## config.mk

```make
export PLATFORM = sky130hd
export DESIGN_NAME = swir_glint_cloud_mask_pixel_core
export DESIGN_NICKNAME = d
export VERILOG_FILES = /design/src/hdl/swgcm_pkg.sv /design/src/hdl/swir_glint_cloud_mask_pixel_core.sv
export VERILOG_INCLUDE_DIRS = /design/src /design/src/hdl
export SDC_FILE = /design/constraint.sdc
export NUM_CORES = 2
export LEC_CHECK = 0
export ABC_AREA = 1
export BUFFER_PORTS_ARGS = -buffer_cell sky130_fd_sc_hd__clkbuf_2
export CELL_PAD_IN_SITES_DETAIL_PLACEMENT = 1
export CELL_PAD_IN_SITES_GLOBAL_PLACEMENT = 1
export CORE_UTILIZATION = 55
export DETAILED_ROUTE_END_ITERATION = 10
export PLACE_DENSITY_LB_ADDON = 0.1
export SLEW_MARGIN = 10
export SYNTH_ARGS = -nofsm -noshare
export SYNTH_HDL_FRONTEND = slang
export SYNTH_SLANG_ARGS = --single-unit
```

## constraint.sdc

```tcl
create_clock -name clk -period 25.5 [get_ports clk]
set_input_delay 0 -clock clk [delete_from_list [all_inputs] [get_ports clk]]
set_output_delay 0 -clock clk [all_outputs]
set_load 0.02 [all_outputs]
```

## src/hdl/assert_macros.svh

```systemverilog
// Assertion macros shared by the RTL in this folder.
// Depends on nothing; expects clk and rst_n in the including scope.
`ifndef ASSERT_MACROS_SVH
`define ASSERT_MACROS_SVH

// Clocked check, off while reset is held
`define SWGCM_ASSERT(label, prop) \
  label: assert property (@(posedge clk) disable iff (!rst_n) prop) \
    else $error("swgcm assertion failed");

// Clocked check that also holds during reset
`define SWGCM_ASSERT_ALWAYS(label, prop) \
  label: assert property (@(posedge clk) prop) \
    else $error("swgcm assertion failed during reset");

`endif

```

## src/hdl/swgcm_pkg.sv

```systemverilog
// Package for the SWIR/glint cloud mask pixel core: register indexes,
// reset values, field widths and fixed arithmetic constants. No dependencies.
package swgcm_pkg;

  // Field widths
  localparam int unsigned REFL_W = 16;
  localparam int unsigned THR_W  = 15;
  localparam int unsigned IDX_W  = 3;

  // Configuration register indexes
  typedef enum logic [IDX_W-1:0] {
    REG_ALBEDO_THR    = 3'd0,
    REG_SWIR_SUM_THR  = 3'd1,
    REG_SCUM_DIFF     = 3'd2,
    REG_SCUM_ALB_HIGH = 3'd3,
    REG_SCUM_ALB_LOW  = 3'd4,
    REG_SWIR_DARK_THR = 3'd5
  } cfg_reg_t;

  // Register reset values, unsigned Q1.14
  localparam logic [THR_W-1:0] RST_ALBEDO_THR    = 15'd442;
  localparam logic [THR_W-1:0] RST_SWIR_SUM_THR  = 15'd1638;
  localparam logic [THR_W-1:0] RST_SCUM_DIFF     = 15'd164;
  localparam logic [THR_W-1:0] RST_SCUM_ALB_HIGH = 15'd4915;
  localparam logic [THR_W-1:0] RST_SCUM_ALB_LOW  = 15'd2458;
  localparam logic [THR_W-1:0] RST_SWIR_DARK_THR = 15'd3277;

  // Fixed cloud level 0.027, in LSB
  localparam int CLOUD_LEVEL = 442;

  // Glint term: floor(x*90/304) = floor(floor(x*90/16)/19)
  localparam int GLINT_NUM   = 90;
  localparam int GLINT_SHIFT = 4;
  // Offset keeps the /19 operand non-negative: 19 * 2^15
  localparam int GLINT_OFFS_EXP = 15;
  localparam int GLINT_BIAS     = 19 * (2 ** GLINT_OFFS_EXP);
  // ceil(2^25 / 19), exact for operands below 2^20
  localparam int GLINT_RECIP_SH = 25;
  localparam logic [20:0] GLINT_RECIP = 21'd1766023;

endpackage

```

## src/hdl/swir_glint_cloud_mask_pixel_core.sv

```systemverilog
// Top level of the SWIR/glint cloud mask pixel core: six-stage pixel pipeline
// and its configuration registers. Depends on swgcm_pkg and assert_macros.svh.
//
// Usage:
//   Input channel (in_valid/in_ready) takes one pixel per request: six
//   signed Q2.14 reflectances and a signed Q2.14 cloud albedo.
//   Output channel (out_valid/out_ready) returns one cloud flag per pixel,
//   in order. Configuration channel (cfg_valid/cfg_ready, cfg_index,
//   cfg_data) writes the six 15-bit thresholds; it is always ready, and an
//   index beyond the list is taken and ignored. Write registers only while
//   the pipeline is empty.
//   A pixel passes through six register stages in order (input tests,
//   glint product, reciprocal divide, correction sum, scaled thresholds,
//   final compare into the output register). Throughput is one pixel per
//   cycle with no gap between requests while the receiver does not stall.
//   Reset (rst_n low, synchronous) empties the pipeline and loads the
//   register reset values.
//   When the receiver stalls, the whole pipeline holds and in_ready drops
//   for as long as the output register is full and not taken.
`include "assert_macros.svh"

module swir_glint_cloud_mask_pixel_core (
  input  logic                                  clk,
  input  logic                                  rst_n,
  // pixel input channel
  input  logic                                  in_valid,
  output logic                                  in_ready,
  input  logic signed [swgcm_pkg::REFL_W-1:0]   in_refl_469,
  input  logic signed [swgcm_pkg::REFL_W-1:0]   in_refl_555,
  input  logic signed [swgcm_pkg::REFL_W-1:0]   in_refl_645,
  input  logic signed [swgcm_pkg::REFL_W-1:0]   in_refl_859,
  input  logic signed [swgcm_pkg::REFL_W-1:0]   in_refl_1240,
  input  logic signed [swgcm_pkg::REFL_W-1:0]   in_refl_2130,
  input  logic signed [swgcm_pkg::REFL_W-1:0]   in_cloud_albedo,
  // result channel
  output logic                                  out_valid,
  input  logic                                  out_ready,
  output logic                                  out_cloud_flag,
  // configuration write channel
  input  logic                                  cfg_valid,
  output logic                                  cfg_ready,
  input  logic [swgcm_pkg::IDX_W-1:0]           cfg_index,
  input  logic [swgcm_pkg::THR_W-1:0]           cfg_data
);
  import swgcm_pkg::*;

  localparam int NSTG = 6;

  // ---------------------------------------------------------------------
  // Configuration registers
  logic [THR_W-1:0] albedo_thr_r, swir_sum_thr_r, scum_diff_r;
  logic [THR_W-1:0] scum_alb_high_r, scum_alb_low_r, swir_dark_thr_r;

  assign cfg_ready = 1'b1;

  always_ff @(posedge clk) begin
    if (!rst_n) begin
      albedo_thr_r    <= RST_ALBEDO_THR;
      swir_sum_thr_r  <= RST_SWIR_SUM_THR;
      scum_diff_r     <= RST_SCUM_DIFF;
      scum_alb_high_r <= RST_SCUM_ALB_HIGH;
      scum_alb_low_r  <= RST_SCUM_ALB_LOW;
      swir_dark_thr_r <= RST_SWIR_DARK_THR;
    end else if (cfg_valid && cfg_ready) begin
      unique case (cfg_index)
        REG_ALBEDO_THR:    albedo_thr_r    <= cfg_data;
        REG_SWIR_SUM_THR:  swir_sum_thr_r  <= cfg_data;
        REG_SCUM_DIFF:     scum_diff_r     <= cfg_data;
        REG_SCUM_ALB_HIGH: scum_alb_high_r <= cfg_data;
        REG_SCUM_ALB_LOW:  scum_alb_low_r  <= cfg_data;
        REG_SWIR_DARK_THR: swir_dark_thr_r <= cfg_data;
        default: ;
      endcase
    end
  end

  // ---------------------------------------------------------------------
  // Pipeline control: every stage advances together when the output
  // register is empty or being taken
  logic            adv;
  logic [NSTG:1]   vld_r, vld_nxt;

  assign adv      = !vld_r[NSTG] || out_ready;
  assign in_ready = adv;

  always_comb begin
    vld_nxt = {vld_r[NSTG-1:1], in_valid};
  end

  always_ff @(posedge clk) begin
    if (!rst_n) begin
      vld_r <= '0;
    end else if (adv) begin
      vld_r <= vld_nxt;
    end
  end

  // ---------------------------------------------------------------------
  // Stage 1: differences and the plain threshold / ratio tests
  logic signed [16:0] r469_e, r555_e, r645_e, r859_e, r1240_e, r2130_e, alb_e;
  logic signed [16:0] thr_alb_s, thr_sum_s, thr_diff_s, thr_hi_s, thr_lo_s, thr_dark_s;
  logic signed [16:0] swir_sum, d469, d645, xm, ym;
  logic signed [16:0] r1240_x2;
  logic signed [17:0] r1240_x4, r859_w;
  logic               t_alb, t_sum, t_r1, t_r2, scum_a, scum_b;

  logic               set_nxt, set_r1;
  logic               kill_nxt, kill_r1;
  logic               dark_nxt, dark_r1;
  logic signed [17:0] base_nxt, base_r1;
  logic signed [16:0] vmax_nxt, vmax_r1;
  logic signed [16:0] gd_nxt, gd_r1;
  logic signed [16:0] dd_nxt, dd_r1;

  always_comb begin
    r469_e  = 17'(in_refl_469);
    r555_e  = 17'(in_refl_555);
    r645_e  = 17'(in_refl_645);
    r859_e  = 17'(in_refl_859);
    r1240_e = 17'(in_refl_1240);
    r2130_e = 17'(in_refl_2130);
    alb_e   = 17'(in_cloud_albedo);

    thr_alb_s  = $signed({2'b00, albedo_thr_r});
    thr_sum_s  = $signed({2'b00, swir_sum_thr_r});
    thr_diff_s = $signed({2'b00, scum_diff_r});
    thr_hi_s   = $signed({2'b00, scum_alb_high_r});
    thr_lo_s   = $signed({2'b00, scum_alb_low_r});
    thr_dark_s = $signed({2'b00, swir_dark_thr_r});

    t_alb    = alb_e > thr_alb_s;
    swir_sum = r1240_e + r2130_e;
    t_sum    = swir_sum > thr_sum_s;

    // r1240 / r859 > 1/2, sign aware
    r1240_x2 = {in_refl_1240, 1'b0};
    t_r1     = in_refl_859[REFL_W-1] ? (r1240_x2 < r859_e) : (r1240_x2 > r859_e);

    // r859 / r1240 > 4, sign aware
    r1240_x4 = {in_refl_1240, 2'b00};
    r859_w   = 18'(in_refl_859);
    t_r2     = in_refl_1240[REFL_W-1] ? (r859_w < r1240_x4) : (r859_w > r1240_x4);

    // scum tests
    d469   = r859_e - r469_e;
    d645   = r859_e - r645_e;
    scum_a = (d469 > thr_diff_s) && (alb_e < thr_hi_s);
    scum_b = (d645 > thr_diff_s) && (alb_e < thr_lo_s);

    set_nxt  = t_alb || (t_r1 && t_sum);
    kill_nxt = t_r2 || scum_a || scum_b;
    dark_nxt = r1240_e < thr_dark_s;

    // albedo plus visible slope; glint term added later
    base_nxt = 18'(alb_e) + 18'(r645_e) - 18'(r555_e);

    // brightest visible band above the 1240 level
    xm       = r555_e - r1240_e;
    ym       = r469_e - r1240_e;
    vmax_nxt = (xm > ym) ? xm : ym;

    gd_nxt = r555_e - r859_e;
    dd_nxt = r859_e - r1240_e;
  end

  always_ff @(posedge clk) begin
    if (adv) begin
      set_r1  <= set_nxt;
      kill_r1 <= kill_nxt;
      dark_r1 <= dark_nxt;
      base_r1 <= base_nxt;
      vmax_r1 <= vmax_nxt;
      gd_r1   <= gd_nxt;
      dd_r1   <= dd_nxt;
    end
  end

  // ---------------------------------------------------------------------
  // Stage 2: glint product and squared dark-SWIR difference
  logic signed [23:0] gd_w;
  logic signed [16:0] dd_abs;
  logic        [15:0] dd_mag;
  logic signed [23:0] gp_nxt, gp_r2;
  logic        [31:0] sq_nxt, sq_r2;
  logic               neg_nxt, neg_r2;
  logic               set_r2, kill_r2, dark_r2;
  logic signed [17:0] base_r2;
  logic signed [16:0] vmax_r2;

  always_comb begin
    gd_w    = 24'(gd_r1);
    gp_nxt  = gd_w * 24'(GLINT_NUM);
    dd_abs  = dd_r1[16] ? -dd_r1 : dd_r1;
    dd_mag  = dd_abs[15:0];
    sq_nxt  = dd_mag * dd_mag;
    neg_nxt = dd_r1[16];
  end

  always_ff @(posedge clk) begin
    if (adv) begin
      gp_r2   <= gp_nxt;
      sq_r2   <= sq_nxt;
      neg_r2  <= neg_nxt;
      set_r2  <= set_r1;
      kill_r2 <= kill_r1;
      dark_r2 <= dark_r1;
      base_r2 <= base_r1;
      vmax_r2 <= vmax_r1;
    end
  end

  // ---------------------------------------------------------------------
  // Stage 3: reciprocal multiply for /19, signed dark term
  logic signed [23:0] gq_w;
  logic        [19:0] gn;
  logic signed [33:0] sq_w;
  logic        [40:0] prod_nxt, prod_r3;
  logic signed [33:0] pterm_nxt, pterm_r3;
  logic               set_r3, kill_r3;
  logic signed [17:0] base_r3;
  logic signed [16:0] vmax_r3;

  always_comb begin
    gq_w      = (gp_r2 >>> GLINT_SHIFT) + 24'(GLINT_BIAS);
    gn        = gq_w[19:0];
    prod_nxt  = 41'(gn) * 41'(GLINT_RECIP);
    sq_w      = $signed({2'b00, sq_r2});
    // d*|d| when the 1240 band is dark, else no correction
    if (!dark_r2) begin
      pterm_nxt = '0;
    end else if (neg_r2) begin
      pterm_nxt = -sq_w;
    end else begin
      pterm_nxt = sq_w;
    end
  end

  always_ff @(posedge clk) begin
    if (adv) begin
      prod_r3  <= prod_nxt;
      pterm_r3 <= pterm_nxt;
      set_r3   <= set_r2;
      kill_r3  <= kill_r2;
      base_r3  <= base_r2;
      vmax_r3  <= vmax_r2;
    end
  end

  // ---------------------------------------------------------------------
  // Stage 4: glint-corrected albedo
  logic        [15:0] gquo;
  logic signed [16:0] glint;
  logic signed [18:0] corr_nxt, corr_r4;
  logic signed [33:0] pterm_r4;
  logic               set_r4, kill_r4;
  logic signed [16:0] vmax_r4;

  always_comb begin
    gquo     = prod_r3[GLINT_RECIP_SH +: 16];
    glint    = $signed({1'b0, gquo}) - 17'sd32768;
    corr_nxt = 19'(base_r3) + 19'(glint);
  end

  always_ff @(posedge clk) begin
    if (adv) begin
      corr_r4  <= corr_nxt;
      pterm_r4 <= pterm_r3;
      set_r4   <= set_r3;
      kill_r4  <= kill_r3;
      vmax_r4  <= vmax_r3;
    end
  end

  // ---------------------------------------------------------------------
  // Stage 5: residual thresholds scaled by 442, so the dark term needs no
  // divide: corr - floor(P/442) < K  <=>  P >= 442*(corr - K + 1)
  logic signed [19:0] k_lo, k_res;
  logic signed [29:0] lim_lo_nxt, lim_lo_r5;
  logic signed [29:0] lim_res_nxt, lim_res_r5;
  logic               keep_nxt, keep_r5;
  logic signed [33:0] pterm_r5;

  always_comb begin
    k_lo        = 20'(corr_r4) - 20'sd883;
    k_res       = 20'(corr_r4) - 20'(vmax_r4) - 20'sd441;
    lim_lo_nxt  = 30'(k_lo) * 30'(CLOUD_LEVEL);
    lim_res_nxt = 30'(k_res) * 30'(CLOUD_LEVEL);
    keep_nxt    = set_r4 && !kill_r4 && !(corr_r4 < 19'(CLOUD_LEVEL));
  end

  always_ff @(posedge clk) begin
    if (adv) begin
      lim_lo_r5  <= lim_lo_nxt;
      lim_res_r5 <= lim_res_nxt;
      keep_r5    <= keep_nxt;
      pterm_r5   <= pterm_r4;
    end
  end

  // ---------------------------------------------------------------------
  // Stage 6: residual test, output register
  logic dim_corr, dim_res;
  logic flag_nxt, flag_r6;

  always_comb begin
    // corrected albedo below twice the cloud level
    dim_corr = pterm_r5 >= 34'(lim_lo_r5);
    // corrected albedo less visible excess below the cloud level
    dim_res  = pterm_r5 >= 34'(lim_res_r5);
    flag_nxt = keep_r5 && !(dim_corr && dim_res);
  end

  always_ff @(posedge clk) begin
    if (adv) begin
      flag_r6 <= flag_nxt;
    end
  end

  assign out_valid      = vld_r[NSTG];
  assign out_cloud_flag = flag_r6;

  // ---------------------------------------------------------------------
  // Assertions
  `SWGCM_ASSERT(a_stall_freezes, !adv |=> $stable(vld_r))
  `SWGCM_ASSERT(a_req_enters, (in_valid && in_ready) |=> vld_r[1])
  `SWGCM_ASSERT(a_no_dark_term, (adv && !dark_r2) |=> (pterm_r3 == '0))
  `SWGCM_ASSERT_ALWAYS(a_reset_empties, !rst_n |=> (vld_r == '0))

endmodule
```

# Word level (Yosys, flattened, before mapping)
# Cells that the tools add are included.
op_classes:
  add_sub_neg: 17
  n_mul: 5
  order_cmp: 15
  eq_ne: 5
  muxes: 5
  reduce_logical: 23
op_table:
  columns: ["op", "count"]
  rows:
  - ["subtractor 16 x 16 -> 17 bit", 6]
  - ["greater-or-equal comparator 34 x 30 -> 1 bit", 2]
  - ["> comparator 17 x 16 -> 1 bit", 4]
  - ["multiplier 20 x 9 -> 29 bit, second input constant", 2]
  - ["less-than comparator 16 bit", 3]
  - ["multiplier 20 x 21 -> 41 bit, second input constant", 1]
  - ["adder 16 x 16 -> 17 bit", 2]
  - ["negation 32 -> 34 bit", 1]
  - ["multiplier 16 x 16 -> 32 bit", 1]
  - ["two-way mux 32 bit", 1]
  - ["multiplier 17 x 7 -> 23 bit, second input constant", 1]
  - ["adder 20 bit, second input constant", 1]
  - ["subtractor 19 x 11 -> 20 bit, second input constant", 1]
  - ["subtractor 19 x 17 -> 20 bit", 1]
  - ["subtractor 20 x 10 -> 20 bit, second input constant", 1]
  - ["adder 18 x 17 -> 19 bit", 1]
  - ["less-than comparator 19 x 10 -> 1 bit, second input constant", 1]
  - ["> comparator 16 x 18 -> 1 bit", 1]
  - ["less-than comparator 16 x 18 -> 1 bit", 1]
  - ["subtractor 17 x 16 -> 18 bit", 1]
  - ["> comparator 17 bit", 1]
  - ["less-than comparator 17 x 16 -> 1 bit", 1]
  - ["two-way mux 17 bit", 1]
  - ["subtractor 16 x 16 -> 17 bit, second input constant", 1]
  - ["other kinds (12)", 33]
word_totals:
  ff_bits: 540
  input_bits: 135
  out_inout_bits: 4
  wordCells: 109

# Logic depth before layout (Yosys ltp)
logic_depth:
  word_depth: 5
  mapped_depth: 35
  ltp_nobuf: 34

# Worst setup path after synthesis
# OpenSTA, ideal clock, no wires.
synth_timing:
  path_kind: "reg2reg"
  from: "reg vld_r[6] (netlist name)"
  to: "reg base_r1[0], enable pin"
  setup_time_ns: 0.774
  arrival_time_ns: 8.708
  required_time_ns: 24.726
  slack_ns: 16.018
  path_stages_with_launch: 4
  path_buffers: 0
  synth_period_minus_slack_ns: 9.482
  cell_sequence: "dfxtp_1 inv_1 nor2_1 inv_1"
synth_via:
  elab_chain_len: 2
synth_lines:
  columns: ["item", "line_no", "text"]
  rows:
  - ["from (decl)", "swir_glint_cloud_mask_pixel_core.sv:81", "logic [NSTG:1] vld_r, vld_nxt;"]
  - ["from (signal assigned)", "swir_glint_cloud_mask_pixel_core.sv:94", "vld_r <= vld_nxt;"]
  - ["logical NOT 1 bit", "swir_glint_cloud_mask_pixel_core.sv:83", "assign adv = !vld_r[NSTG] || out_ready;"]
  - ["logical OR 1 bit", "swir_glint_cloud_mask_pixel_core.sv:83", null]
  - ["net in_ready", "swir_glint_cloud_mask_pixel_core.sv:27", "output logic in_ready,"]
  - ["to (signal assigned)", "swir_glint_cloud_mask_pixel_core.sv:171", "base_r1 <= base_nxt;"]
  - ["to (decl)", "swir_glint_cloud_mask_pixel_core.sv:110", "logic signed [17:0] base_nxt, base_r1;"]
# The timed path passes the listed nets, and every way through them passes these cells.
# A chain may end at the register's enable or synchronous reset.

# Worst setup path in the final report
layout_timing:
  from: "reg dd_r1[0]"
  to: "reg sq_r2[29], data pin"
layout_via:
  elab_chain_len: 3
layout_lines:
  columns: ["item", "line_no", "text"]
  rows:
  - ["from (decl)", "swir_glint_cloud_mask_pixel_core.sv:113", "logic signed [16:0] dd_nxt, dd_r1;"]
  - ["from (signal assigned)", "swir_glint_cloud_mask_pixel_core.sv:174", "dd_r1 <= dd_nxt;"]
  - ["negation 16 bit", "swir_glint_cloud_mask_pixel_core.sv:193", "dd_abs = dd_r1[16] ? -dd_r1 : dd_r1;"]
  - ["two-way mux 16 bit (*)", "swir_glint_cloud_mask_pixel_core.sv:193", null]
  - ["multiplier 16 x 16 -> 32 bit (*)", "swir_glint_cloud_mask_pixel_core.sv:195", "sq_nxt = dd_mag * dd_mag;"]
  - ["net sq_nxt[29]", "swir_glint_cloud_mask_pixel_core.sv:184", "logic [31:0] sq_nxt, sq_r2;"]
  - ["to (signal assigned)", "swir_glint_cloud_mask_pixel_core.sv:202", "sq_r2 <= sq_nxt;"]
  - ["to (decl)", "swir_glint_cloud_mask_pixel_core.sv:184", null]
# Mark *: on every way through the listed nets, which the timed path passes. The rest lies on a longest branch.

==> metrics.txt <==
distinct cell type count after synthesis 65; Post-Layout Cell Count 7,896; Critical Path AT 8.53 ns; vias in the first global route 50,185; CTS tree done; Peak Freq 123 MHz; CP endpoint kind flip-flop; Synth Area in Compound Gates 0.0996; average size of a mapped cell 8.96 um2; number of I/O pins 139; Clock transition at path regs 0.07 ns; Yosys reg bits 511; top_reg_cell synth edfxtp_1; placed cells 7,742; area leader, netlist edfxtp_1; port buffer count 137; Post-DP Area 58,600 um2; multiplexer share of the synthesized area 0; 1st-pass router iterations 6; Root Buffer Master clkbuf_16; NumNets Final 8,043; cts bufs inserted 58; Hold WC Path Type input port to flip-flop; sequential area share after synthesis 0.256; XOR/XNOR share of the synthesized area 0.0446; fin area 61,000 um2; main combinational cell family by area after synthesis adder cells; Hold Crit Depth 3; Max stage delay on crit path 0.57 ns; first-pass GRT wire length 274 mm; maximum root-to-sink buffer count 3; core area 101,000 um2; die area 104,000 um2; post-synthesis simple-gate area fraction 0.117; CTS H-Tree Depth 2; fraction of layout cells with a size suffix above 1 0.0465; crit path time final 8.10 ns; Residual DRC 0; Worst EP required 25.93 ns; Mapped Cells 6,280; via count 44,675; CP delay by family, top adder cells; largest net degree at the start of global routing 120; Die W 322 um; highest-delay cell along the critical path fa_1; GRT Total Usage 0.342; Fin Clk Skew 0.0398 ns; total wire length 172 mm; post-CTS sizing 0; Buf/Inv on CP 7; # rows 116; worst r2r src dd_r1[0]; final count of pins violating max slew 0; Setup crit start kind flip-flop; Via density 5.66; routed len/inst 21.8 um; Area contributors post-synth edfxtp_1, ha_1, fa_1, inv_1, nand2_1; GPL Wtd Cong 0.929; later-pin clock latency in the skew report 0.68 ns; HPWL after DPL 141 mm; initial DRC count 2,510; initial antenna violation count 4; Hold Startpoint in_refl_555[7]; status finished clean; Synth Area in Adders 0.384; area of the mapped netlist 56,300 um2; r2r worst-path depth 27; Yosys Warn Count 0; Setup-failing EPs final 0; crit path max fanout 21; Starting Density 0.559; RSZ-0062 raised after global routing no; Worst path depth 27; GR Overflow Total 0; Max-slew headroom 0.229; post-synth top area share 0.221; die height 322 um; Mapped Nets 7,836; Routed Antenna Nets 0; fin crit share 0.318; worst-margin pin slew 1.16 ns; Worst R2R End sq_r2[29]; Final Hold Viols 0; Min-Delay Endpoint gd_r1[7]; Worst Setup Path Type flip-flop to flip-flop; Post-synth EDFFs 415; setup total negative slack 0 ns; flop-to-flop setup slack 17.40 ns; P&R area growth vs syn 8.46%; FFs w/ async S/R, synth 0; CTS Sinks 511; Max Cap Viol 0
## registers in the layout, indices dropped and copies added (netlist names), 19 cells and up
signal and count:
pterm_r5 34, corr_r4 19, lim_lo_r5 29, pterm_r3 34
sq_r2 31, gp_r2 20, lim_res_r5 29, pterm_r4 34
## worst max-delay path by stage
stage / from / to
3_3_place_gp: dd_r1[0] / sq_r2[29]
2_1_floorplan: vld_r[6] / base_r1[0]
4_1_cts: dd_r1[0] / sq_r2[29]
3_5_place_dp: dd_r1[0] / sq_r2[29]
5_1_grt: dd_r1[0] / sq_r2[29]
6_report: dd_r1[0] / sq_r2[29]
## metal layers
layer / track usage / vias to the layer above / wire length [um]
met2: 0.615 / 1133 / 86800
met3: 0.0363 / 431 / 7100
met5: 0 / - / 0
met1: 0.412 / 22311 / 69900
li1: - / 20800 / -
met4: 0.148 / 0 / 8220
## stage by stage
stage,util,hold WS [ns],setup slack (ns)
after CTS,0.606,0.00613,17.43
after global placement,0.581,0.275,17.79
after global routing,0.606,0.0324,16.82
final,0.606,0.0392,17.40
after detailed placement,0.581,0.283,17.50
after floorplan,-,0.126,16.02
## cells in the mapped netlist (26+ instances only)
library cell     n
a21oi_1        494
clkbuf_1        30
dfxtp_1         96
edfxtp_1       415
fa_1           510
ha_1           911
inv_1         1421
nand2_1        836
nand3_1        158
nand4_1         60
nor2_1         383
nor3_1          62
o211ai_1        49
o21ai_0        296
o21bai_1        26
xnor2_1         82
xor2_1         195
## tightest hold or removal path, stage by stage
cell,delay [ns]
clkbuf_2,0.20
ha_1,0.24
xor2_1,0.09
## cell type report
type                       count  area [um2]
sequential                   511       14400
multi-input combinational   4288       36300
inverter                    1439        5410
fill                       11892       39700
timing repair buffer         189        1180
tap                         1357        1700
clock buffer                  67        1540
antenna                        4        10.0
clock inverter                41         508
## cells by family after synthesis
| family | Yosys count |
|---|---|
| xor gates and xnor gates | 280 |
| buffers and inverters | 1481 |
| AOI/OAI and AO/OA | 1013 |
| DFF | 511 |
| and+or+nand+nor | 1572 |
| other | 2 |
| adders and majority gates | 1421 |
## timing repair
item | CTS | global route
setup buffers | 0 | 0
endpoints found under the setup margin | 0 | 0
hold buffers | 42 | 0
endpoints found under the hold margin | 99 | 0
## placed cells by master (no fill, tap or decap), drive strengths merged, types with 22 or more instances in the layout
cell / count
o211ai: 49
nand3: 159
xor2: 198
o21bai: 26
inv: 1443
edfxtp: 415
nand2: 845
clkinv: 26
ha: 911
o21ai: 315
dlygate4sd3: 42
a21boi: 22
a21o: 22
a21oi: 497
nor3: 64
fa: 510
clkbuf: 204
nand4: 61
nor2: 395
dfxtp: 96
xnor2: 82
Power is left out: the tool's default activity adds up to more than one toggle a clock period on the data nets, which glitch-free logic cannot reach.
